$ cat src/rtl/bounded_fifo_queue_unit_assert.svh
// assertion macros for the bounded fifo queue unit
`ifndef BOUNDED_FIFO_QUEUE_UNIT_ASSERT_SVH
`define BOUNDED_FIFO_QUEUE_UNIT_ASSERT_SVH

// same-cycle implication, sampled on clk, off while rst_n is low
`define BFQ_ASSERT_IMP(lbl, ante, cons) \
  lbl: assert property (@(posedge clk) disable iff (!rst_n) (ante) |-> (cons)) \
    else $error("bfq assertion failed");

// next-cycle implication, sampled on clk, off while rst_n is low
`define BFQ_ASSERT_NXT(lbl, ante, cons) \
  lbl: assert property (@(posedge clk) disable iff (!rst_n) (ante) |=> (cons)) \
    else $error("bfq assertion failed");

`endif

$ cat src/rtl/bfq_pkg.sv
// package with constants, codes and types of the bounded fifo queue unit
`default_nettype none

package bfq_pkg;

  localparam int DEPTH  = 128;
  localparam int DATA_W = 8;
  localparam int CNT_W  = $clog2(DEPTH + 1);
  localparam int CAP_W  = 8;

  typedef logic [1:0] mode_t;
  localparam mode_t MODE_PUSH  = 2'd0;
  localparam mode_t MODE_POP   = 2'd1;
  localparam mode_t MODE_QUERY = 2'd2;

  typedef logic [1:0] status_t;
  localparam status_t ST_OK    = 2'd0;
  localparam status_t ST_FULL  = 2'd1;
  localparam status_t ST_EMPTY = 2'd2;

  typedef struct packed {
    logic shift;
    logic load;
  } cell_ctl_t;

endpackage

`default_nettype wire

$ cat src/rtl/bfq_cell.sv
// one storage cell of the queue chain: loads on push, takes its neighbor on pop
`default_nettype none

module bfq_cell (
  input  wire                          clk,
  input  bfq_pkg::cell_ctl_t           ctl,
  input  wire  [bfq_pkg::DATA_W-1:0]   next_data,
  input  wire  [bfq_pkg::DATA_W-1:0]   load_data,
  output logic [bfq_pkg::DATA_W-1:0]   data
);

  logic [bfq_pkg::DATA_W-1:0] data_r;

  always_ff @(posedge clk) begin
    if (ctl.shift) begin
      data_r <= next_data;
    end else if (ctl.load) begin
      data_r <= load_data;
    end
  end

  assign data = data_r;

endmodule

`default_nettype wire

$ cat src/rtl/bounded_fifo_queue_unit.sv
// top level of the bounded fifo queue unit: control, cell chain and result register
// Usage:
//   in_*  : one request per accepted beat; in_tuser carries the operation
//           (push, pop, status query; code three acts as a query) and
//           in_tdata the value to push.
//   out_* : one result per request, in request order: status code in
//           out_tuser, popped value, occupancy, empty flag, front and rear
//           values in out_tdata.
//   cfg_* : capacity register, written whenever cfg_wr_en is high; values
//           above 128 act as 128, zero refuses every push.
// Latency: the result of a request is on out_* the cycle after acceptance.
// Throughput: one request per cycle while the result register is empty or
//   being drained; the cell chain does the whole operation (a pop shifts every cell toward the head).
// Stall: a result stays registered until out_tready; in_tready stays high
//   while the result register is empty or being drained.
// Reset: synchronous rst_n clears the occupancy and the result valid and
//   sets the capacity to 128; cell contents need no reset.
`default_nettype none
`include "bounded_fifo_queue_unit_assert.svh"

module bounded_fifo_queue_unit (
  input  wire         clk,
  input  wire         rst_n,
  input  wire         in_tvalid,
  output logic        in_tready,
  input  wire  [7:0]  in_tdata,     // [7:0] push_value
  input  wire  [1:0]  in_tuser,     // [1:0] mode
  output logic        out_tvalid,
  input  wire         out_tready,
  output logic [39:0] out_tdata,    // [7:0] popped_value, [15:8] occupancy,
                                    // [16] is_empty, [24:17] front_value,
                                    // [32:25] rear_value, [39:33] zero
  output logic [1:0]  out_tuser,    // [1:0] status
  input  wire         cfg_wr_en,
  input  wire  [7:0]  cfg_wr_data   // [7:0] capacity
);

  localparam int DEPTH  = bfq_pkg::DEPTH;
  localparam int DATA_W = bfq_pkg::DATA_W;
  localparam int CNT_W  = bfq_pkg::CNT_W;

  logic [bfq_pkg::CAP_W-1:0] cap_r;
  logic [CNT_W-1:0]          count_r;
  logic [CNT_W-1:0]          count_nxt;
  logic [CNT_W-1:0]          eff_cap;
  logic [DATA_W-1:0]         rear_r;

  logic                      in_fire;
  logic                      is_push;
  logic                      is_pop;
  logic                      full;
  logic                      push_ok;
  logic                      pop_ok;
  bfq_pkg::mode_t            mode;
  logic [DATA_W-1:0]         push_val;

  logic [DATA_W-1:0]         chain [0:DEPTH];

  bfq_pkg::status_t          status_nxt;
  logic [DATA_W-1:0]         popped_nxt;
  logic [DATA_W-1:0]         front_nxt;
  logic [DATA_W-1:0]         rear_nxt;

  logic                      out_valid_r;
  bfq_pkg::status_t          out_status_r;
  logic [DATA_W-1:0]         out_popped_r;
  logic [CNT_W-1:0]          out_occ_r;
  logic                      out_is_empty_r;
  logic [DATA_W-1:0]         out_front_r;
  logic [DATA_W-1:0]         out_rear_r;

  assign mode     = in_tuser;
  assign push_val = in_tdata[DATA_W-1:0];

  assign in_tready = !out_valid_r || out_tready;
  assign in_fire   = in_tvalid && in_tready;

  always_comb begin
    is_push = 1'b0;
    is_pop  = 1'b0;
    case (mode)
      bfq_pkg::MODE_PUSH: is_push = 1'b1;
      bfq_pkg::MODE_POP:  is_pop  = 1'b1;
      default:            ;
    endcase
  end

  assign eff_cap = (cap_r > bfq_pkg::CAP_W'(DEPTH)) ? CNT_W'(DEPTH) : CNT_W'(cap_r);
  assign full    = count_r >= eff_cap;
  assign push_ok = in_fire && is_push && !full;
  assign pop_ok  = in_fire && is_pop && (count_r != '0);

  always_comb begin
    count_nxt = count_r;
    if (push_ok) begin
      count_nxt = count_r + CNT_W'(1);
    end else if (pop_ok) begin
      count_nxt = count_r - CNT_W'(1);
    end
  end

  // cell chain, the slot past the tail reads zero
  assign chain[DEPTH] = '0;

  for (genvar i = 0; i < DEPTH; i++) begin : g_cell
    bfq_pkg::cell_ctl_t ctl;
    assign ctl.shift = pop_ok;
    assign ctl.load  = push_ok && (count_r == CNT_W'(i));
    bfq_cell u_cell (
      .clk       (clk),
      .ctl       (ctl),
      .next_data (chain[i+1]),
      .load_data (push_val),
      .data      (chain[i])
    );
  end

  always_comb begin
    status_nxt = bfq_pkg::ST_OK;
    if (is_push && full) begin
      status_nxt = bfq_pkg::ST_FULL;
    end else if (is_pop && (count_r == '0)) begin
      status_nxt = bfq_pkg::ST_EMPTY;
    end
    popped_nxt = pop_ok ? chain[0] : '0;
    if (count_nxt == '0) begin
      front_nxt = '0;
      rear_nxt  = '0;
    end else begin
      if (pop_ok) begin
        front_nxt = chain[1];
      end else if (push_ok && (count_r == '0)) begin
        front_nxt = push_val;
      end else begin
        front_nxt = chain[0];
      end
      rear_nxt = push_ok ? push_val : rear_r;
    end
  end

  always_ff @(posedge clk) begin
    if (!rst_n) begin
      cap_r       <= bfq_pkg::CAP_W'(128);
      count_r     <= '0;
      out_valid_r <= 1'b0;
    end else begin
      if (cfg_wr_en) begin
        cap_r <= cfg_wr_data;
      end
      count_r <= count_nxt;
      if (in_fire) begin
        out_valid_r <= 1'b1;
      end else if (out_tready) begin
        out_valid_r <= 1'b0;
      end
    end
  end

  // payload registers
  always_ff @(posedge clk) begin
    if (push_ok) begin
      rear_r <= push_val;
    end
    if (in_fire) begin
      out_status_r   <= status_nxt;
      out_popped_r   <= popped_nxt;
      out_occ_r      <= count_nxt;
      out_is_empty_r <= (count_nxt == '0);
      out_front_r    <= front_nxt;
      out_rear_r     <= rear_nxt;
    end
  end

  assign out_tvalid = out_valid_r;
  assign out_tuser  = out_status_r;
  assign out_tdata  = {7'd0, out_rear_r, out_front_r, out_is_empty_r,
                       out_occ_r, out_popped_r};

  `BFQ_ASSERT_IMP(a_count_bound, 1'b1, count_r <= CNT_W'(DEPTH))
  `BFQ_ASSERT_NXT(a_full_hold, in_fire && is_push && full, $stable(count_r))
  `BFQ_ASSERT_NXT(a_pop_dec, pop_ok, count_r == $past(count_r) - CNT_W'(1))
  `BFQ_ASSERT_IMP(a_empty_flag, out_valid_r, out_is_empty_r == (out_occ_r == '0))

endmodule

`default_nettype wire
$ cat config.mk
export PLATFORM = sky130hd
export DESIGN_NAME = bounded_fifo_queue_unit
export DESIGN_NICKNAME = d
export VERILOG_FILES = /design/src/rtl/bfq_pkg.sv /design/src/rtl/bfq_cell.sv /design/src/rtl/bounded_fifo_queue_unit.sv
export VERILOG_INCLUDE_DIRS = /design/src /design/src/rtl
export SDC_FILE = /design/constraint.sdc
export NUM_CORES = 2
export LEC_CHECK = 0
export ABC_CLOCK_PERIOD_IN_PS = 6000
export BUFFER_PORTS_ARGS = -buffer_cell sky130_fd_sc_hd__buf_2
export CORE_AREA = 2 2 235 283
export CTS_CLUSTER_DIAMETER = 60
export DETAILED_ROUTE_END_ITERATION = 10
export DIE_AREA = 0 0 237 285
export HOLD_SLACK_MARGIN = 0.15
export PLACE_DENSITY = 0.82
export SYNTH_ARGS = -nofsm -noshare
export SYNTH_HDL_FRONTEND = slang
export SYNTH_SLANG_ARGS = --single-unit
$ cat constraint.sdc
create_clock -name clk -period 6 [get_ports clk]
set_input_delay 0.9 -clock clk [delete_from_list [all_inputs] [get_ports clk]]
set_output_delay 0.9 -clock clk [all_outputs]
set_load 0.02 [all_outputs]
# [Word level (Yosys, flattened, before mapping)]
# Index checks and enable logic that the tools add are counted.
[totals] regBits=1084 input_bits=23 elab_cells=802
[op_classes] n_reduce_logical=269 eq_ne=128 n_lt_le_gt_ge=2 muxes=263 add_sub_neg=2
[op_table] operator="$mux W8" count=258
[op_table] operator="$eq A8 B7 Y1 const B" count=64
[op_table] operator="$eq A8 B6 Y1 const B" count=32
[op_table] operator="$reduce_bool A2 Y1" count=127
[op_table] operator="$logic_and A1 B1 Y1" count=135
[op_table] operator="$eq A8 B5 Y1 const B" count=16
[op_table] operator="$eq A8 B4 Y1 const B" count=8
[op_table] operator="$eq A8 B3 Y1 const B" count=4
[op_table] operator="$eq A8 B2 Y1 const B" count=2
[op_table] operator="$logic_not A8 Y1" count=2
[op_table] operator="$add A8 B1 Y8 const B" count=1
[op_table] operator="$eq A8 B1 Y1 const B" count=1
[op_table] operator="$ge A8 B8 Y1" count=1
[op_table] operator="$gt A8 B8 Y1 const B" count=1
[op_table] operator="$reduce_bool A8 Y1" count=1
[op_table] operator="$sub A8 B1 Y8 const B" count=1
[op_table] operator="$mux W1" count=4
[op_table] operator="$eq A2 B1 Y1 const B" count=1
[op_table] operator="$logic_not A1 Y1" count=2
[op_table] operator="$logic_not A2 Y1" count=1
[op_table] operator="$mux W2" count=1
[op_table] operator="$logic_or A1 B1 Y1" count=1

# [Logic depth before layout (Yosys ltp)]
[logic_depth] word_depth=8 mapped_depth=12 ltp_nobuf=10

# [Cells and area by module]
# From an unflattened synthesis, not the netlist that was laid out.
[unflattened] cells_unflattened=2742 area_unflattened_um2=52201.3
[modules_own_cells] mod="bfq_cell" seq_area_each_um2=240.2 n_inst=128 area_each_um2=377.9 cells_each=18
[modules_own_cells] mod="bounded_fifo_queue_unit" seq_area_each_um2=1551.5 n_inst=1 area_each_um2=3834.9 cells_each=438

# [Worst setup path before layout]
# No wires, ideal clock.
[synth_path] path_type="in2reg" start="input out_tready" end="register g_cell[112].u_cell.data_r (netlist bit g_cell[112].u_cell.data[0]) (enable)" t_required_ps=5616 path_slack_ps=2312 stages=9 setup_time_ps=384 arrival_ps=3304 path_buffers=3 cell_sequence="nand2b_1 clkbuf_1 nand3_1 nor2_1 nand2_1 or4b_1 clkbuf_1 clkbuf_1 o21ai_0"
[synth_via] elab_chain_len=6 elab_cells_between_ends=8 classes_between="8 x reduce/logical"
[synth_lines] item="from (decl)" line="bounded_fifo_queue_unit.sv:29" source="input wire out_tready,"
[synth_lines] item="$logic_or A1 B1 Y1 (*)" line="bounded_fifo_queue_unit.sv:75" source="assign in_tready = !out_valid_r || out_tready;"
[synth_lines] item="named net in_tready" line="bounded_fifo_queue_unit.sv:25" source="output logic in_tready,"
[synth_lines] item="$logic_and A1 B1 Y1 (*)" line="bounded_fifo_queue_unit.sv:76" source="assign in_fire = in_tvalid && in_tready;"
[synth_lines] item="$logic_and A1 B1 Y1 (2 in series)" line="bounded_fifo_queue_unit.sv:90" source="assign push_ok = in_fire && is_push && !full;"
[synth_lines] item="$logic_and A1 B1 Y1" line="bounded_fifo_queue_unit.sv:108" source="assign ctl.load = push_ok && (count_r == CNT_W'(i));"
[synth_lines] item="$reduce_bool A2 Y1 (no line) (*)"
[synth_lines] item="to (signal assigned)" line="bfq_cell.sv:16" source="data_r <= next_data;"
[synth_lines] item="to (signal assigned)" line="bfq_cell.sv:18" source="data_r <= load_data;"
[synth_lines] item="to (decl)" line="bfq_cell.sv:12" source="logic [bfq_pkg::DATA_W-1:0] data_r;"
# Mark *: on every way through the listed nets, which the timed path passes. The rest lies on a longest branch.
# A chain may end at the register's enable or synchronous reset.

# [Worst setup path after layout]
[layout_path] start="register cap_r[7] (netlist bit)" end="register g_cell[55].u_cell.data_r (netlist bit g_cell[55].u_cell.data[6]) (enable)"
[layout_via] elab_chain_len=7
[layout_lines] item="from (decl)" line="bounded_fifo_queue_unit.sv:42" source="logic [bfq_pkg::CAP_W-1:0] cap_r;"
[layout_lines] item="from (signal assigned)" line="bounded_fifo_queue_unit.sv:143" source="cap_r <= bfq_pkg::CAP_W'(128);"
[layout_lines] item="from (signal assigned)" line="bounded_fifo_queue_unit.sv:148" source="cap_r <= cfg_wr_data;"
[layout_lines] item="$gt A8 B8 Y1" line="bounded_fifo_queue_unit.sv:88" source="assign eff_cap = (cap_r > bfq_pkg::CAP_W'(DEPTH)) ? CNT_W'(DEPTH) : CNT_W'(cap_r);"
[layout_lines] item="$mux W8 (*)" line="bounded_fifo_queue_unit.sv:88"
[layout_lines] item="$ge A8 B8 Y1 (*)" line="bounded_fifo_queue_unit.sv:89" source="assign full = count_r >= eff_cap;"
[layout_lines] item="$logic_not A1 Y1 (*)" line="bounded_fifo_queue_unit.sv:90"
[layout_lines] item="$logic_and A1 B1 Y1 (*)" line="bounded_fifo_queue_unit.sv:90"
[layout_lines] item="$logic_and A1 B1 Y1 (*)" line="bounded_fifo_queue_unit.sv:108"
[layout_lines] item="$reduce_bool A2 Y1 (no line) (*)"
[layout_lines] item="to (signal assigned)" line="bfq_cell.sv:16"
[layout_lines] item="to (signal assigned)" line="bfq_cell.sv:18"
[layout_lines] item="to (decl)" line="bfq_cell.sv:12"
# Every way passes the cells marked *; elsewhere a longest branch is shown, timed or not.

==> results.sh <==
export IMPL_status="finished clean"
export IMPL_syn_area_um2=43100
export IMPL_reg2regPathDepth=9
export IMPL_ys_warn_count=0
export IMPL_worstHoldStart="rear_r[5]"
export IMPL_arrival_ns=4.98
export IMPL_worst_pin_slew_ns=1.26
export IMPL_die_area_um2=67500
export IMPL_post_cts_resize_count=0
export IMPL_multi_input_area_um2=9870
export IMPL_worst_slack_ns=1.30
export IMPL_layout_common_cells="nand2_1 (2074), edfxtp_1 (1043), o21ai_0 (126)"
export IMPL_rsz0062_at_grt="false"
export IMPL_wl_per_cell_um=19.8
export IMPL_relSlewSlack_pct=16.0
export IMPL_start_kind="flop"
export IMPL_avgSynthCellArea_um2=11.5
export IMPL_htreeDepth=3
export IMPL_via_per_inst=5.86
export IMPL_synth_distinct_cells=54
export IMPL_path_cells="clkinv_1, ha_1, and3_1, a221o_1, or2_2, nor2_1, buf_4, nand4_1, o21ai_0"
export IMPL_holdBufCountCts=0
export IMPL_dieWidth_um=237
export IMPL_synth_flop_cell="edfxtp_1"
export IMPL_rows=103
export IMPL_io_pins=67
export IMPL_first_pass_iters=6
export IMPL_async_reset_ff_share_pct=0
export IMPL_path_clk_slew_ns=0.06
export IMPL_clock_sinks=1084
export IMPL_syn_to_final_growth_pct=9.29
export IMPL_crit_type="reg2reg"
export IMPL_synth_seq_cells=1084
export IMPL_final_hold_violation_count=0
export IMPL_first_global_vias=26300
export IMPL_dpl_worst_slack_ns=1.36
export IMPL_p_total_mw=17.9
export IMPL_die_h_um=285
export IMPL_cts_setup_buffers=0
export IMPL_finalCriticalPeriod_ns=4.70
export IMPL_ant_nets=0
export IMPL_crit_slowest_cell="o21ai_0"
export IMPL_io_buffers=59
export IMPL_slowest_delay_ns=1.24
export IMPL_fp_coreArea_um2=65100
export IMPL_endpoint_kind="flop"
export IMPL_fin_setup_tns_ns=0
export IMPL_fin_nets=3693
export IMPL_nFillCells=3913
export IMPL_min_period_over_period_pct=78.3
export IMPL_synthCells=3731
export IMPL_regArea_um2=32100
export IMPL_worstPathRequired_ns=6.28
export IMPL_synth_seq_area_share_pct=74.6
export IMPL_cts_buffers_inserted=99
export IMPL_vdd_ir_drop_worst_v=0.000230
export IMPL_vias=26800
export IMPL_path_max_fanout=16
export IMPL_start_util_pct=66.2
export IMPL_postRouteWirelength_mm=90.7
export IMPL_layout_commonest_cell="nand2_1"
export IMPL_hold_depth=2
export IMPL_drt_iter0_markers=3241
export IMPL_dpl_hpwl_mm=48.4
export IMPL_drv_cap=0
export IMPL_holdPathEnd="rear_r[5]"
export IMPL_r2r_end="g_cell[55].u_cell.data[6]"
export IMPL_grt_pass1_wl_mm=142
export IMPL_ff2ff_setup_slack_ns=1.30
export IMPL_max_freq_mhz=213
export IMPL_gp_congestion=0.872
export IMPL_route_detailed_drc=0
export IMPL_hp_class="reg2reg"
export IMPL_overflow=0
export IMPL_cts_tree="built"
export IMPL_r2r_start="cap_r[7]"
export IMPL_antenna_found_initial=3
export IMPL_synth_edf_count=1043
export IMPL_final_layout_size_suffix_gt1_share_pct=6.69
export IMPL_powerDensity_nw_per_um2=381
export IMPL_skew_ns=0.0319
export IMPL_p_leak_nw=17.2
export IMPL_grt_max_degree=278
export IMPL_clk_path_buf_depth=3
export IMPL_track_usage_pct=27.1
export IMPL_cts_root_buf="clkbuf_16"
export IMPL_setup_viol=0
export IMPL_slew_violations=0
export IMPL_clk_latency_ns=0.68
==> registers in the layout, summed over array words and instances, names as in the netlist <==
name	count
cap_r	8
out_tuser	2
count_r	8
g_cell.u_cell.data	1024
out_tvalid	1
out_rear_r	8
out_occ_r	8
rear_r	8
out_is_empty_r	1
out_front_r	8
out_popped_r	8
==> where the power goes <==
group,internal [mW],leakage [nW],switching [mW]
Sequential,9.20,9.81,0.189
Clock,3.88,1.65,2.77
Combinational,0.461,5.78,1.43
Total,13.5,17.2,4.40
==> layout make-up <==
| class | instances | share of cell area [%] |
|---|---|---|
| flip-flops and latches | 1084 | 68.3 |
| multi-input cells | 2384 | 21.0 |
| clock buffers | 124 | 5.55 |
| well taps | 840 | 2.23 |
| clock inverters | 58 | 1.71 |
| repair buffers | 83 | 1.20 |
| inverters | 5 | 0.0399 |
| diodes | 1 | 0.00532 |
==> worst max-delay path: cells and delay by family, from the launching register on <==
family	cells	cell delay (ns)
compound gates	2	1.71
flops	1	0.33
fa+ha+maj	1	0.38
simple gates	4	1.45
buf+inv	2	0.44
==> kinds of logic after synthesis <==
| group | share of synthesized area (%) |
|---|---|
| AND/OR/NAND/NOR | 19.3 |
| multiplexers | 0.349 |
| XOR/XNOR | 0.142 |
| AO/OA/AOI/OAI | 2.51 |
| adder cells (fa/ha/maj) | 0.378 |
| flip-flops | 74.6 |
| buffers and inverters | 2.70 |
| other | 0.00871 |
==> layer usage <==
metal	share of wire [%]	global-route usage (%)	vias up	wire (um)
li1	-	-	12200	-
met1	37	35.5	13000	33900
met2	49	44.3	1391	44200
met3	9.2	4.95	234	8340
met4	4.7	13.5	2	4220
met5	0.014	0	-	13
==> through the flow <==
stage | instances | utilization [%] | instance area, um^2 | hold slack, ns
finish | 4579 | 72.3 | 47100 | 0.453
global route | 4578 | 72.3 | 47100 | 0.480
CTS | 4578 | 72.3 | 47100 | 0.449
detailed placement | 4396 | 67.1 | 43600 | 0.435
global placement | 4396 | 67.1 | 43600 | 0.432
floorplan | 3737 | - | 43100 | 0.413
==> synthesized netlist by cell type, types with 2 or more instances <==
cell type / number / area share [%]
o21ai_0: 126 / 1.5
a32oi_1: 2 / 0.041
dfxtp_1: 41 / 1.9
ha_1: 13 / 0.38
xnor2_1: 7 / 0.14
nand4_1: 2 / 0.029
and2_1: 19 / 0.28
a21o_1: 9 / 0.16
buf_2: 85 / 0.99
nand3_1: 11 / 0.13
nor4_1: 4 / 0.058
mux2i_1: 15 / 0.35
a22o_1: 8 / 0.16
inv_1: 4 / 0.035
nor2b_1: 14 / 0.20
clkbuf_1: 167 / 1.5
buf_4: 10 / 0.17
nor3_1: 3 / 0.035
a21oi_1: 5 / 0.058
a21boi_1: 10 / 0.17
and3_1: 2 / 0.029
nand2_1: 2082 / 18
a21boi_0: 7 / 0.12
edfxtp_1: 1043 / 73
nor2_1: 12 / 0.10
a31oi_1: 2 / 0.029
==> worst max-delay path by stage <==
stage,from,slack [ns],cells past startpoint,to
floorplan,out_tready,2.31,9,g_cell[112].u_cell.data[0]
detailed placement,cap_r[7],1.36,10,g_cell[55].u_cell.data[7]
global route,cap_r[7],1.08,10,g_cell[55].u_cell.data[4]
global placement,out_tready,1.48,8,g_cell[60].u_cell.data[2]
CTS,cap_r[7],1.34,9,g_cell[59].u_cell.data[2]
finish,cap_r[7],1.30,9,g_cell[55].u_cell.data[6]
Note: power is estimated with default switching activity, not from simulation.
